**src/rtl/tpm_pkg.sv**
```systemverilog
// ----------------------------------------------------------------------------
// tpm_pkg
// shared types and constants for the tree path minimum block
// ----------------------------------------------------------------------------
package tpm_pkg;

   localparam int NODE_W   = 16;
   localparam int DEPTH_W  = 16;
   localparam int WEIGHT_W = 31;
   localparam int LVL_W    = 5;

   localparam logic [WEIGHT_W-1:0] WEIGHT_MAX = '1;

   localparam logic REQ_LOAD  = 1'b0;
   localparam logic REQ_QUERY = 1'b1;

   typedef enum logic [4:0] {
      S_IDLE,
      S_CHECK,
      S_LD_DEP,
      S_LD_RD,
      S_LD_WR,
      S_Q_DA,
      S_Q_DB,
      S_LF_A,
      S_LF_U,
      S_LF_C,
      S_EQ,
      S_DV_A,
      S_DV_B,
      S_DV_C,
      S_DV_TOP,
      S_DV_T2,
      S_TOPD,
      S_CL_INIT,
      S_CL_A,
      S_CL_U,
      S_CL_C,
      S_CL_M,
      S_OUT
   } state_type;

   // table port requests from the sequencer
   typedef struct packed {
      logic [NODE_W-1:0]   dep_rd_node;
      logic                dep_wr_en;
      logic [NODE_W-1:0]   dep_wr_node;
      logic [DEPTH_W-1:0]  dep_wr_data;
      logic [NODE_W-1:0]   jmp_rd_node;
      logic [LVL_W-1:0]    jmp_rd_lvl;
      logic                jmp_wr_en;
      logic [NODE_W-1:0]   jmp_wr_node;
      logic [LVL_W-1:0]    jmp_wr_lvl;
      logic [NODE_W-1:0]   jmp_wr_anc;
      logic [WEIGHT_W-1:0] jmp_wr_min;
   } tbl_req_type;

   // registered read data
   typedef struct packed {
      logic [DEPTH_W-1:0]  dep;
      logic [NODE_W-1:0]   anc;
      logic [WEIGHT_W-1:0] wmin;
   } tbl_rsp_type;

   typedef struct packed {
      logic lt;
      logic eq;
   } cmp_res_type;

endpackage

```
**src/rtl/tpm_cmp.sv**
```systemverilog
// ----------------------------------------------------------------------------
// tpm_cmp
// shared unsigned compare unit for depth, node and weight tests
// ----------------------------------------------------------------------------
module tpm_cmp (
   input  logic [tpm_pkg::WEIGHT_W-1:0] op_a,
   input  logic [tpm_pkg::WEIGHT_W-1:0] op_b,
   output tpm_pkg::cmp_res_type         res
);
   import tpm_pkg::*;

   assign res.lt = (op_a < op_b);
   assign res.eq = (op_a == op_b);

endmodule

```
**config.mk**
```make
export PLATFORM = sky130hd
export DESIGN_NAME = tpm_cmp
export DESIGN_NICKNAME = d
export VERILOG_FILES = /design/src/rtl/tpm_pkg.sv /design/src/rtl/tpm_cmp.sv
export SDC_FILE = /design/constraint.sdc
export NUM_CORES = 1
export LEC_CHECK = 0
export BUFFER_PORTS_ARGS = -buffer_cell sky130_fd_sc_hd__buf_2
export CAP_MARGIN = 5
export CORE_UTILIZATION = 30
export DETAILED_ROUTE_END_ITERATION = 12
export GPL_ROUTABILITY_DRIVEN = 0
export PLACE_DENSITY = 0.76
export SYNTH_ARGS = -nofsm -noshare
export SYNTH_HDL_FRONTEND = slang
export SYNTH_SLANG_ARGS = --single-unit
```
**constraint.sdc**
```tcl
create_clock -name vclk -period 4.7
set_input_delay 1.41 -clock vclk [all_inputs]
set_output_delay 1.41 -clock vclk [all_outputs]
set_load 0.03 [all_outputs]
```
# Word level (Yosys, flattened, before mapping)
# Index checks and enable logic that the tools add are counted.
[op_classes]
n_eq_ne = 1
n_lt_le_gt_ge = 1
[op_table]
columns = ["operator", "count"]
rows = [
  ["$eq A31 B31 Y1", 1],
  ["$lt A31 B31 Y1", 1],
]
[word_totals]
in_bits = 62
ff_bits = 0
out_inout_bits = 2

# Logic depth before layout (Yosys ltp)
[logic_depth]
word_depth = 1
mapped_depth = 7
ltp_nobuf = 7

# Least setup slack after synthesis
# No wires, ideal clock.
[synth_path]
path_type = "input port to output port"
from = "in op_b[28] in the netlist's numbering"
to = "out res[1] in the netlist's numbering"
arrival_ns = 2.615
n_path_buf = 0
slack_ns = 0.675
path_stages = 7
path_cell_list = "inv_1 -> ha_1 -> a21o_1 -> a21o_1 -> a221oi_2 -> o21ai_1 -> a21oi_2"
[synth_rtl]
columns = ["element", "line", "source"]
rows = [
  ["start: declaration", "tpm_cmp.sv:7", "input logic [tpm_pkg::WEIGHT_W-1:0] op_b,"],
  ["end: declaration", "tpm_cmp.sv:8", "output tpm_pkg::cmp_res_type res"],
]

==> out/qor.csv <==
stage;metric;value;unit
finish;non-filler cells, final;206;
detailed_routing;starting DRC count in detailed routing;2;
finish;synth-to-layout area growth;46.1;%
floorplan;Die Width;52.9;um
floorplan;FP Rows;18;
synthesis;Seq/Total Area, Yosys;0;%
timing;Max Clock Freq;0.240;GHz
floorplan;Initial Util;31.6;%
min_path;WHS Endpoint;res[1];
floorplan;Core ar.;0.00245;mm^2
timing;worst-margin pin slew;0.262;ns
power_and_ir_drop;Peak VDD IR;0.0387;mV
synthesis;syn_nets;205;
timing;# setup viols final;0;
critical_path;WP data arrival;2.76;ns
placed_design;# port buffers;64;
synthesis;synth top area cells;ha_1, inv_1, a21oi_1;
grt;first-pass GRT wire length;2.82;mm
finish;antenna diode count;0;
finish;area of the multi-input gates;659;um^2
power_and_ir_drop;leakage power;0.756;nW
timing;RSZ-0062 raised after global routing;no;
synthesis;Synthesis Warnings;0;
finish;fin nets;271;
finish;Seq cells;0;
detailed_routing;vias per inst;4.48;
run_status;status;finished clean;
cts;Post-CTS Resized;0;
timing;Final min period;4.17;ns
flow_run;Max-Cap Viols;0;
cts;hold buffers post-CTS;0;
finish;share of cells above drive strength 1;37.5;%
synthesis;commonest cells in the netlist;ha_1, inv_1, a21oi_1, nand2_1, nor2_1;
grt;vias in the first global route;827;
synthesis;synthesized instance count;112;
grt;gr ovfl total;0;
critical_path;crit start category;primary input;
timing;max-slew violation count;0;
synthesis;post-synth cell types;19;
synthesis;Mean Syn Cell Area;6.93;um^2
detailed_routing;wire per inst;7.91;um
grt;total track usage;12.3;%
grt;largest net degree at the start of global routing;4;
finish;Register Area;0;um^2
timing;max_slew headroom;82.6;%
finish;Filler Cells Inserted;265;
timing;final hold slack;3.41;ns
floorplan;IO Count;64;
critical_path;CP Capture Type;primary output;
detailed_routing;DR pass1 iterations;4;
detailed_routing;DR vias;922;
finish;clkbuf count;0;
critical_path;CP required;3.29;ns
grt;antenna violations before repair;0;
min_path;Hold Path Depth;6;
placed_design;placed insts;206;
power_and_ir_drop;P per Cell Area;73.5;mW/mm^2
timing;Final Hold Fails;0;
synthesis;Mapped Area;776;um^2
floorplan;DIE HEIGHT;52.9;um
critical_path;Worst Path Class, Setup;in2out;
floorplan;full die area;0.00279;mm^2
min_path;worst hold start;op_a[30];
critical_path;Worst Path Max Fanout;3;
timing;Tcrit/Tclk final;88.7;%
synthesis;top cell type's share of synthesized area;50.0;%
detailed_routing;Post-Route WL;1.63;mm
timing;Final TNS setup;0;ns
min_path;worst min-delay path class;in2out;
placed_design;DP Wirelength;1.59;mm
synthesis;biggest area consumer among synthesized cells;ha_1;
cts;postcts setup bufs;0;
detailed_routing;final antenna-violating net count;0;
detailed_routing;# DRC;0;
## per-layer routing
metal / global-route usage [%] / vias up / routed length (um) / part of all wire, %
met3: 0.862 / 0 / 175 / 11
li1: - / 513 / - / -
met5: 0 / - / 0 / 0
met4: 0 / 0 / 0 / 0
met2: 23.4 / 44 / 680 / 42
met1: 15.8 / 365 / 774 / 47
## critical path, stage by stage
cell      delay [ns]
buf_2           0.10
ha_1            0.31
a21oi_1         0.15
nand2_1         0.07
a221oi_1        0.31
o21ai_1         0.11
a21oi_2         0.10
buf_2           0.21
## logic make-up after synthesis
kind of cell	share of synthesized area, %
fa+ha+maj	50.0
simple gates	16.0
compound gates	19.0
buf+inv	15.0
## cell type report
type / count / share of cell area, %
Tap cell: 30 / 3.31
Inverter: 31 / 10.3
Multi-Input combinational cell: 81 / 58.2
Timing Repair Buffer: 64 / 28.3
## metrics by stage
| stage | utilization [%] | power [mW] | area [um^2] | worst slack [ns] |
|---|---|---|---|---|
| after floorplan | - | 0.0485 | 776 | 0.675 |
| after global placement | 46.2 | 0.0837 | 1130 | 0.498 |
| after detailed placement | 46.2 | 0.0843 | 1130 | 0.507 |
| after CTS | 46.2 | 0.0852 | 1130 | 0.502 |
| after global routing | 46.2 | 0.0991 | 1130 | 0.365 |
| final | 46.2 | 0.0833 | 1130 | 0.530 |
## worst max-delay path by stage
stage / slack [ns] / start / to
6_report: 0.53 / op_a[21] / res[1]
5_1_grt: 0.36 / op_b[16] / res[1]
4_1_cts: 0.50 / op_a[16] / res[1]
3_5_place_dp: 0.51 / op_a[16] / res[1]
3_3_place_gp: 0.50 / op_a[28] / res[1]
2_1_floorplan: 0.67 / op_b[28] / res[1]
## report_power, final
group          switching, mW  internal [mW]
clock network              0              0
logic                 0.0388         0.0446
registers                  0              0
total                 0.0388         0.0446
## placed cells by master (no fill, tap or decap), types with 2 or more instances in the layout
cell type  synthesis  layout
buf_2              0      64
inv_1             31      31
ha_1              31      31
a21oi_1           12      12
nand2_1           11      11
nor2_1             5       5
o21ai_0            4       4
nand3_1            3       3
and4_1             2       2
nand4_1            2       2
a21o_1             2       2
(Power assumes the default switching activity.)
