## src/rtl/tpm_pkg.sv

```systemverilog
// ----------------------------------------------------------------------------
// tpm_pkg
// shared types and constants for the tree path minimum block
// ----------------------------------------------------------------------------
package tpm_pkg;

   localparam int NODE_W   = 16;
   localparam int DEPTH_W  = 16;
   localparam int WEIGHT_W = 31;
   localparam int LVL_W    = 5;

   localparam logic [WEIGHT_W-1:0] WEIGHT_MAX = '1;

   localparam logic REQ_LOAD  = 1'b0;
   localparam logic REQ_QUERY = 1'b1;

   typedef enum logic [4:0] {
      S_IDLE,
      S_CHECK,
      S_LD_DEP,
      S_LD_RD,
      S_LD_WR,
      S_Q_DA,
      S_Q_DB,
      S_LF_A,
      S_LF_U,
      S_LF_C,
      S_EQ,
      S_DV_A,
      S_DV_B,
      S_DV_C,
      S_DV_TOP,
      S_DV_T2,
      S_TOPD,
      S_CL_INIT,
      S_CL_A,
      S_CL_U,
      S_CL_C,
      S_CL_M,
      S_OUT
   } state_type;

   // table port requests from the sequencer
   typedef struct packed {
      logic [NODE_W-1:0]   dep_rd_node;
      logic                dep_wr_en;
      logic [NODE_W-1:0]   dep_wr_node;
      logic [DEPTH_W-1:0]  dep_wr_data;
      logic [NODE_W-1:0]   jmp_rd_node;
      logic [LVL_W-1:0]    jmp_rd_lvl;
      logic                jmp_wr_en;
      logic [NODE_W-1:0]   jmp_wr_node;
      logic [LVL_W-1:0]    jmp_wr_lvl;
      logic [NODE_W-1:0]   jmp_wr_anc;
      logic [WEIGHT_W-1:0] jmp_wr_min;
   } tbl_req_type;

   // registered read data
   typedef struct packed {
      logic [DEPTH_W-1:0]  dep;
      logic [NODE_W-1:0]   anc;
      logic [WEIGHT_W-1:0] wmin;
   } tbl_rsp_type;

   typedef struct packed {
      logic lt;
      logic eq;
   } cmp_res_type;

endpackage

```

## src/rtl/tpm_seq.sv

```systemverilog
// ----------------------------------------------------------------------------
// tpm_seq
// sequencer for table loads and path minimum queries
// ----------------------------------------------------------------------------
module tpm_seq #(
   parameter int NODES  = 65536,
   parameter int LEVELS = 16
) (
   input  logic                          clock,
   input  logic                          reset,
   input  logic                          req_valid,
   output logic                          req_ready,
   input  logic                          req_type,
   input  logic [tpm_pkg::NODE_W-1:0]    req_node_a,
   input  logic [tpm_pkg::NODE_W-1:0]    req_node_b,
   input  logic [tpm_pkg::WEIGHT_W-1:0]  req_edge_weight,
   output logic                          rsp_valid,
   input  logic                          rsp_ready,
   output logic [tpm_pkg::WEIGHT_W-1:0]  rsp_path_min,
   output tpm_pkg::tbl_req_type          tbl_req,
   input  tpm_pkg::tbl_rsp_type          tbl_rsp,
   output logic [tpm_pkg::WEIGHT_W-1:0]  cmp_a,
   output logic [tpm_pkg::WEIGHT_W-1:0]  cmp_b,
   input  tpm_pkg::cmp_res_type          cmp_res
);
   import tpm_pkg::*;

   localparam int          LW    = (LEVELS > 1) ? $clog2(LEVELS) : 1;
   localparam logic [LW-1:0] K_TOP = LW'(LEVELS - 1);

   state_type            state_ff, state_in;
   logic                 type_ff, type_in;
   logic [NODE_W-1:0]    a_ff, a_in;
   logic [NODE_W-1:0]    b_ff, b_in;
   logic [WEIGHT_W-1:0]  w_ff, w_in;
   logic [NODE_W-1:0]    x_ff, x_in;
   logic [NODE_W-1:0]    y_ff, y_in;
   logic [NODE_W-1:0]    up_ff, up_in;
   logic [LW-1:0]        k_ff, k_in;
   logic [DEPTH_W-1:0]   tdep_ff, tdep_in;
   logic [WEIGHT_W-1:0]  wt_ff, wt_in;
   logic [WEIGHT_W-1:0]  best_ff, best_in;
   logic                 pass_ff, pass_in;
   logic                 rsp_valid_ff, rsp_valid_in;
   logic [WEIGHT_W-1:0]  rsp_min_ff, rsp_min_in;

   function automatic logic node_ok(input logic [NODE_W-1:0] n);
      return (32'(n) < 32'(NODES));
   endfunction

   always_ff @(posedge clock) begin
      if (reset) begin
         state_ff     <= S_IDLE;
         rsp_valid_ff <= 1'b0;
      end else begin
         state_ff     <= state_in;
         rsp_valid_ff <= rsp_valid_in;
      end
   end

   always_ff @(posedge clock) begin
      type_ff    <= type_in;
      a_ff       <= a_in;
      b_ff       <= b_in;
      w_ff       <= w_in;
      x_ff       <= x_in;
      y_ff       <= y_in;
      up_ff      <= up_in;
      k_ff       <= k_in;
      tdep_ff    <= tdep_in;
      wt_ff      <= wt_in;
      best_ff    <= best_in;
      pass_ff    <= pass_in;
      rsp_min_ff <= rsp_min_in;
   end

   always_comb begin
      logic                cl_adv;
      logic [WEIGHT_W-1:0] new_min;

      state_in     = state_ff;
      type_in      = type_ff;
      a_in         = a_ff;
      b_in         = b_ff;
      w_in         = w_ff;
      x_in         = x_ff;
      y_in         = y_ff;
      up_in        = up_ff;
      k_in         = k_ff;
      tdep_in      = tdep_ff;
      wt_in        = wt_ff;
      best_in      = best_ff;
      pass_in      = pass_ff;
      rsp_valid_in = rsp_valid_ff && !rsp_ready;
      rsp_min_in   = rsp_min_ff;
      req_ready    = 1'b0;
      tbl_req      = '0;
      cmp_a        = '0;
      cmp_b        = '0;
      cl_adv       = 1'b0;
      new_min      = best_ff;

      unique case (state_ff)
         S_IDLE: begin
            req_ready = 1'b1;
            if (req_valid) begin
               type_in  = req_type;
               a_in     = req_node_a;
               b_in     = req_node_b;
               w_in     = req_edge_weight;
               state_in = S_CHECK;
            end
         end
         S_CHECK: begin
            // parent must have a lower node index than the loaded node
            cmp_a = WEIGHT_W'(b_ff);
            cmp_b = WEIGHT_W'(a_ff);
            tbl_req.dep_rd_node = (type_ff == REQ_LOAD) ? b_ff : a_ff;
            if (!(node_ok(a_ff) && node_ok(b_ff))) begin
               state_in = S_IDLE;
            end else if (type_ff == REQ_LOAD) begin
               state_in = (a_ff != '0 && cmp_res.lt) ? S_LD_DEP : S_IDLE;
            end else begin
               state_in = S_Q_DA;
            end
         end
         S_LD_DEP: begin
            tbl_req.dep_wr_en   = 1'b1;
            tbl_req.dep_wr_node = a_ff;
            tbl_req.dep_wr_data = tbl_rsp.dep + DEPTH_W'(1);
            tbl_req.jmp_wr_en   = 1'b1;
            tbl_req.jmp_wr_node = a_ff;
            tbl_req.jmp_wr_lvl  = '0;
            tbl_req.jmp_wr_anc  = b_ff;
            tbl_req.jmp_wr_min  = w_ff;
            up_in   = b_ff;
            best_in = w_ff;
            k_in    = LW'(1);
            state_in = (LEVELS == 1) ? S_IDLE : S_LD_RD;
         end
         S_LD_RD: begin
            tbl_req.jmp_rd_node = up_ff;
            tbl_req.jmp_rd_lvl  = LVL_W'(k_ff - LW'(1));
            state_in = S_LD_WR;
         end
         S_LD_WR: begin
            cmp_a   = tbl_rsp.wmin;
            cmp_b   = best_ff;
            new_min = cmp_res.lt ? tbl_rsp.wmin : best_ff;
            tbl_req.jmp_wr_en   = 1'b1;
            tbl_req.jmp_wr_node = a_ff;
            tbl_req.jmp_wr_lvl  = LVL_W'(k_ff);
            tbl_req.jmp_wr_anc  = tbl_rsp.anc;
            tbl_req.jmp_wr_min  = new_min;
            up_in   = tbl_rsp.anc;
            best_in = new_min;
            if (k_ff == K_TOP) begin
               state_in = S_IDLE;
            end else begin
               k_in     = k_ff + LW'(1);
               state_in = S_LD_RD;
            end
         end
         S_Q_DA: begin
            tdep_in = tbl_rsp.dep;
            tbl_req.dep_rd_node = b_ff;
            state_in = S_Q_DB;
         end
         S_Q_DB: begin
            // deeper node climbs, target depth is the shallower one
            cmp_a = WEIGHT_W'(tdep_ff);
            cmp_b = WEIGHT_W'(tbl_rsp.dep);
            if (cmp_res.lt) begin
               x_in = b_ff;
               y_in = a_ff;
            end else begin
               x_in    = a_ff;
               y_in    = b_ff;
               tdep_in = tbl_rsp.dep;
            end
            k_in     = K_TOP;
            state_in = S_LF_A;
         end
         S_LF_A: begin
            tbl_req.jmp_rd_node = x_ff;
            tbl_req.jmp_rd_lvl  = LVL_W'(k_ff);
            state_in = S_LF_U;
         end
         S_LF_U: begin
            up_in = tbl_rsp.anc;
            tbl_req.dep_rd_node = tbl_rsp.anc;
            state_in = S_LF_C;
         end
         S_LF_C: begin
            cmp_a = WEIGHT_W'(tbl_rsp.dep);
            cmp_b = WEIGHT_W'(tdep_ff);
            if (!cmp_res.lt) begin
               x_in = up_ff;
            end
            if (k_ff == '0) begin
               state_in = S_EQ;
            end else begin
               k_in     = k_ff - LW'(1);
               state_in = S_LF_A;
            end
         end
         S_EQ: begin
            cmp_a = WEIGHT_W'(x_ff);
            cmp_b = WEIGHT_W'(y_ff);
            if (cmp_res.eq) begin
               state_in = S_TOPD;
            end else begin
               k_in     = K_TOP;
               state_in = S_DV_A;
            end
         end
         S_DV_A: begin
            tbl_req.jmp_rd_node = x_ff;
            tbl_req.jmp_rd_lvl  = LVL_W'(k_ff);
            state_in = S_DV_B;
         end
         S_DV_B: begin
            up_in = tbl_rsp.anc;
            tbl_req.jmp_rd_node = y_ff;
            tbl_req.jmp_rd_lvl  = LVL_W'(k_ff);
            state_in = S_DV_C;
         end
         S_DV_C: begin
            cmp_a = WEIGHT_W'(up_ff);
            cmp_b = WEIGHT_W'(tbl_rsp.anc);
            if (!cmp_res.eq) begin
               x_in = up_ff;
               y_in = tbl_rsp.anc;
            end
            if (k_ff == '0) begin
               state_in = S_DV_TOP;
            end else begin
               k_in     = k_ff - LW'(1);
               state_in = S_DV_A;
            end
         end
         S_DV_TOP: begin
            tbl_req.jmp_rd_node = y_ff;
            tbl_req.jmp_rd_lvl  = '0;
            state_in = S_DV_T2;
         end
         S_DV_T2: begin
            y_in     = tbl_rsp.anc;
            state_in = S_TOPD;
         end
         S_TOPD: begin
            // y holds the common ancestor here
            tbl_req.dep_rd_node = y_ff;
            state_in = S_CL_INIT;
         end
         S_CL_INIT: begin
            tdep_in  = tbl_rsp.dep;
            x_in     = a_ff;
            best_in  = WEIGHT_MAX;
            pass_in  = 1'b0;
            k_in     = K_TOP;
            state_in = S_CL_A;
         end
         S_CL_A: begin
            tbl_req.jmp_rd_node = x_ff;
            tbl_req.jmp_rd_lvl  = LVL_W'(k_ff);
            state_in = S_CL_U;
         end
         S_CL_U: begin
            up_in = tbl_rsp.anc;
            wt_in = tbl_rsp.wmin;
            tbl_req.dep_rd_node = tbl_rsp.anc;
            state_in = S_CL_C;
         end
         S_CL_C: begin
            cmp_a = WEIGHT_W'(tbl_rsp.dep);
            cmp_b = WEIGHT_W'(tdep_ff);
            if (!cmp_res.lt) begin
               x_in     = up_ff;
               state_in = S_CL_M;
            end else begin
               cl_adv = 1'b1;
            end
         end
         S_CL_M: begin
            cmp_a = wt_ff;
            cmp_b = best_ff;
            if (cmp_res.lt) begin
               best_in = wt_ff;
            end
            cl_adv = 1'b1;
         end
         S_OUT: begin
            if (!rsp_valid_ff || rsp_ready) begin
               rsp_valid_in = 1'b1;
               rsp_min_in   = best_ff;
               state_in     = S_IDLE;
            end
         end
         default: begin
            state_in = S_IDLE;
         end
      endcase

      // next climb level, second pass starts from the other node
      if (cl_adv) begin
         if (k_ff == '0) begin
            if (!pass_ff) begin
               x_in     = b_ff;
               pass_in  = 1'b1;
               k_in     = K_TOP;
               state_in = S_CL_A;
            end else begin
               state_in = S_OUT;
            end
         end else begin
            k_in     = k_ff - LW'(1);
            state_in = S_CL_A;
         end
      end
   end

   assign rsp_valid    = rsp_valid_ff;
   assign rsp_path_min = rsp_min_ff;

endmodule

```

## config.mk

```make
export PLATFORM = sky130hd
export DESIGN_NAME = tpm_seq
export DESIGN_NICKNAME = d
export VERILOG_FILES = /design/src/rtl/tpm_pkg.sv /design/src/rtl/tpm_seq.sv
export SDC_FILE = /design/constraint.sdc
export NUM_CORES = 1
export LEC_CHECK = 0
export BUFFER_PORTS_ARGS = -buffer_cell sky130_fd_sc_hd__buf_2
export CAP_MARGIN = 20
export CORE_MARGIN = 8
export CORE_UTILIZATION = 40
export CTS_CLUSTER_DIAMETER = 150
export DETAILED_ROUTE_END_ITERATION = 10
export PLACE_DENSITY = 0.67
export SLEW_MARGIN = 30
export SYNTH_ARGS = -nofsm -noshare
export SYNTH_HDL_FRONTEND = slang
export SYNTH_SLANG_ARGS = --single-unit
```

## constraint.sdc

```tcl
create_clock -name clock -period 12.8 [get_ports clock]
set_input_delay 1.28 -clock clock [delete_from_list [all_inputs] [get_ports clock]]
set_output_delay 1.28 -clock clock [all_outputs]
set_load 0.02 [all_outputs]
```

; ---- Word level (Yosys, flattened, before mapping)
; Index checks and enable logic that the tools add are counted.
[totals]
reg_bits = 232
inputBits = 133
out_inout_bits = 234
elab_cells = 127
[classes]
n_eq_ne = 30
n_addsub = 4
n_reduce_logical = 26
n_mux = 52
[op_table]
columns = op, count
row1 = one-hot mux 31 bit (7 select lines), 1
row2 = one-hot mux 31 bit (6 select lines), 1
row3 = 2-to-1 mux 16 bit, 10
row4 = one-hot mux 69 bit (2 select lines), 1
row5 = one-hot mux 16 bit (4 select lines), 2
row6 = one-hot mux 31 bit (4 select lines), 1
row7 = one-hot mux 5 bit (23 select lines), 1
row8 = one-hot mux 21 bit (4 select lines), 1
row9 = one-hot mux 16 bit (2 select lines), 2
row10 = 2-to-1 mux 31 bit, 2
row11 = one-hot mux 16 bit (3 select lines), 1
row12 = "equality test 5 x 4 -> 1 bit, second input constant", 8
row13 = "equality test 5 bit, second input constant", 7
row14 = 2-to-1 mux 33 bit, 1
row15 = 2-to-1 mux 5 bit, 6
row16 = 2-to-1 mux 4 bit, 7
row17 = "equality test 5 x 3 -> 1 bit, second input constant", 4
row18 = one-hot mux 4 bit (5 select lines), 1
row19 = "adder 16 x 1 -> 16 bit, second input constant", 1
row20 = nonzero test 16 bit, 1
row21 = OR reduction 2 bit, 6
row22 = "equality test 5 x 2 -> 1 bit, second input constant", 2
row23 = AND reduction 2 bit, 5
row24 = 2-to-1 mux 3 bit, 3
row25 = 21 further kinds, 37

; ---- Logic depth before layout (Yosys ltp)
[logic_depth]
word_depth = 6
depth_mapped = 9
mapped_depth_nobuf = 7

; ---- Worst setup path after synthesis
; Ideal clock, no wire load.
[synth_timing]
kind = input to register
startpoint = in rsp_ready
endpoint = reg rsp_min_ff[0] (netlist: rsp_path_min[0]), enable pin
required_ps = 12303
arrival_ps = 4305
setup_slack_ps = 7998
n_path_buf = 0
setup_ps = 497
cell_stages = 2
cell_sequence = nor2b_1 > nor4_1
[synth_between]
elab_chain_cells = 2
[synth_rtl]
columns = element, line
row1 = start: declaration, tpm_seq.sv:18  ; input logic rsp_ready,
row2 = logical OR 1 bit, tpm_seq.sv:294  ; if (!rsp_valid_ff || rsp_ready) begin
row3 = AND reduction 2 bit (no source line), n/a
row4 = end signal: assignment, tpm_seq.sv:74  ; rsp_min_ff <= rsp_min_in;
row5 = end: declaration, tpm_seq.sv:45  ; logic [WEIGHT_W-1:0] rsp_min_ff, rsp_min_in;
; No other way between the ends.
; A chain may end at the register's enable or synchronous reset.

==> run_results.csv <==
group,metric,value,unit
route,postRouteWirelength,53300,um
final_layout,seq_area,6700,sq um
final_layout,fin_nets,1658,
synthesis,syn-num-nets,1344,
route,routedWlPerCell,26.8,um
synthesis,ys_seq_area_frac,0.511,
route,via_per_inst,6.18,
route,drtIter0Drc,1634,
setup_path,rr_endpoint,"up_ff[0]$_DFFE_PP_",
final_layout,syn_to_final_growth,24.6,%
synthesis,netlist.area_leader.share,0.470,
synthesis,synth.most_common_cell,"edfxtp_1",
power_and_ir_drop,power_density,223,nW/um^2
setup_path,critPathCapture,"tbl_req[105]",
synthesis,synth_area_leader_cell,"edfxtp_1",
die,rows,66,
clocking,postCtsResizedCells,0,
route,vias,12300,
sta,fmax,209,MHz
clocking,post_cts_buffers,0,
setup_path,crit_fanout,49,
sta,finClkSkew,0.0196,ns
setup_path,critical_path.startpoint,"state_ff[1]$_SDFFE_PP0P_",
setup_path,worst_setup_path_end_kind,"output pin",
sta,worst_pin_slew,0.974,ns
placed_design,port_buffers,365,
synthesis,synth_area,13100,sq um
clocking,clock_path_buffers,3,
global_routing,grt_pass1_vias,12100,
placed_design,post-dp-hpwl,38200,um
power_and_ir_drop,power_leakage,0.00720,uW
clocking,cts_root_buf,"clkbuf_16",
job,drv_cap,0,
global_routing,grt_max_degree,65,
global_routing,grt_pass1_wl,77900,um
die,core,32400,sq um
clocking,htree_levels,1,
final_layout,drive_gt1_frac,0.315,
clocking,numCtsBuffers,28,
synthesis,syn_avg_cell_area,10.8,sq um
clocking,clkTransAtPathRegs,0.06,ns
setup_path,worstSetupPathType,"flip-flop to output pin",
synthesis,ys_types,67,
final_layout,fillCellCount,3058,
die,die_width,197,um
sta,finalCritPeriodShare,0.374,
setup_path,reg2regPathDepth,5,
synthesis,synth.ff_latch_count,232,
setup_path,setup.worst_path.start_class,"flip-flop",
placed_design,place_inst,1932,
min_path,min_path_type,"flip-flop to flip-flop",
global_routing,antenna_found_initial,7,
clocking,clk_latency,0.56,ns
sta,rsz0062_at_grt,"false",
die,start_util,0.404,
status,status,"completed",
synthesis,yosys_warnings,0,
sta,maxSlewHeadroom,0.351,
placed_design,gp_congestion,0.965,
route,dr.pass1.iters,8,
sta,hold_viol_final,0,
final_layout,layout.cells.non_filler,1990,
global_routing,gr-total-overflow,0,
clocking,cts.sinks,232,
synthesis,ys.flop_type,"edfxtp_1",
final_layout,multi_input_comb_area,5900,sq um
synthesis,yosys-top-cells-area,"edfxtp_1 47%, mux2i_1 4.9%, dfxtp_1 4.1%",
route,drc,0,
global_routing,grt_usage,0.259,
setup_path,reg2reg_slack,9.24,ns
clocking,cts_tree,"built",
setup_path,cp.arrival,3.50,ns
setup_path,r2r-start,"state_ff[1]$_SDFFE_PP0P_",
synthesis,synth_edf_count,205,
synthesis,synth_commonest_cells,"205 x edfxtp_1, 105 x nand2_1, 100 x nor2_1",
die,die_area,38800,sq um
route,antenna_left,0,
die,die_y,197,um
synthesis,async_flop_share,0,
power_and_ir_drop,ir_drop,0.146,mV
synthesis,synth_cells,1207,
setup_path,critPathRequiredTime,11.52,ns
clocking,hold_buffers,0,
die,num_io_pins,367,
sta,setup_viol,0,
sta,tns,0,ns
sta,finalCriticalPeriod,4.78,ns
sta,maxSlewViolCount,0,
[stage by stage]
step	instance area, sq um	total power [uW]	setup WS (ns)	hold slack [ns]	util
2_1_floorplan	13100	2190	8.00	0.436	-
3_3_place_gp	15300	2740	8.32	0.449	0.471
3_5_place_dp	15300	2780	8.35	0.459	0.473
4_1_cts	16300	3630	8.02	0.464	0.503
5_1_grt	16300	3800	7.85	0.463	0.504
6_report	16300	3640	8.02	0.468	0.504
[routing by layer]
metal  track usage  vias up  part of all wire
met4         0.114        2             0.045
li1              -     5415                 -
met3        0.0512      124              0.10
met5             0        -           0.00024
met1         0.350     5930              0.42
met2         0.400      823              0.44
[cells in the final DEF (no fill, tap or decap), types with 31 or more instances in the layout]
cell	count
buf_2	364
edfxtp_1	205
nand2_1	104
nor2_1	95
a22oi_1	65
mux2i_1	64
a221oi_1	48
a222oi_1	47
and2_1	35
a22o_1	34
a21o_1	33
nand3_1	31
a21oi_1	31
[power by group]
part,internal [uW],switching [uW],leakage (uW),total [uW]
Combinational,500,927,0.00463,1430
Sequential,1110,252,0.00211,1360
Clock,505,344,0.000469,849
Total,2110,1520,0.00720,3640
[worst max-delay path, cell delays in order (launching register included)]
cell and delay [ns]:
dfxtp_1 0.88, nor2b_1 0.27, nand2_1 0.48, inv_4 0.71, o211ai_1 0.18, nand2_1 0.22
buf_2 0.21
[flip-flops by register name (all words and copies together) (netlist names), 31 cells and up]
register / cells
best_ff: 31
rsp_path_min: 31
w_ff: 31
wt_ff: 31
[worst min-delay path by stage]
| stage | from | endpoint | slack, ns | cells after the start |
|---|---|---|---|---|
| final | best_ff[26]$_DFFE_PP_ | rsp_path_min[26]$_DFFE_PP_ | 0.47 | 0 |
| after global routing | best_ff[26]$_DFFE_PP_ | rsp_path_min[26]$_DFFE_PP_ | 0.46 | 0 |
| after CTS | best_ff[26]$_DFFE_PP_ | rsp_path_min[26]$_DFFE_PP_ | 0.46 | 0 |
| after detailed placement | best_ff[28]$_DFFE_PP_ | rsp_path_min[28]$_DFFE_PP_ | 0.46 | 0 |
| after global placement | best_ff[26]$_DFFE_PP_ | rsp_path_min[26]$_DFFE_PP_ | 0.45 | 0 |
| after floorplan | pass_ff$_DFF_P_ | pass_ff$_DFF_P_ | 0.44 | 2 |
[layout make-up]
type	count	area share
Multi-Input combinational cell	839	0.362
Timing Repair Buffer	392	0.127
Clock inverter	22	0.0169
Antenna cell	6	0.000920
Inverter	28	0.00659
Sequential cell	232	0.410
Tap cell	442	0.0339
Clock buffer	29	0.0432
[cell families (layout without fill, tap and decap cells)]
group | count (synthesis) | count (layout) | share of synthesized area
xor+xnor | 17 | 17 | 0.0114
mux | 95 | 95 | 0.0756
flops | 232 | 232 | 0.511
compound gates | 353 | 353 | 0.214
other cells | 1 | 7 | 0.000286
buf+inv | 136 | 471 | 0.0441
fa+ha+maj | 4 | 4 | 0.00382
simple gates | 369 | 369 | 0.139
Power figures use the tool's default switching activity.
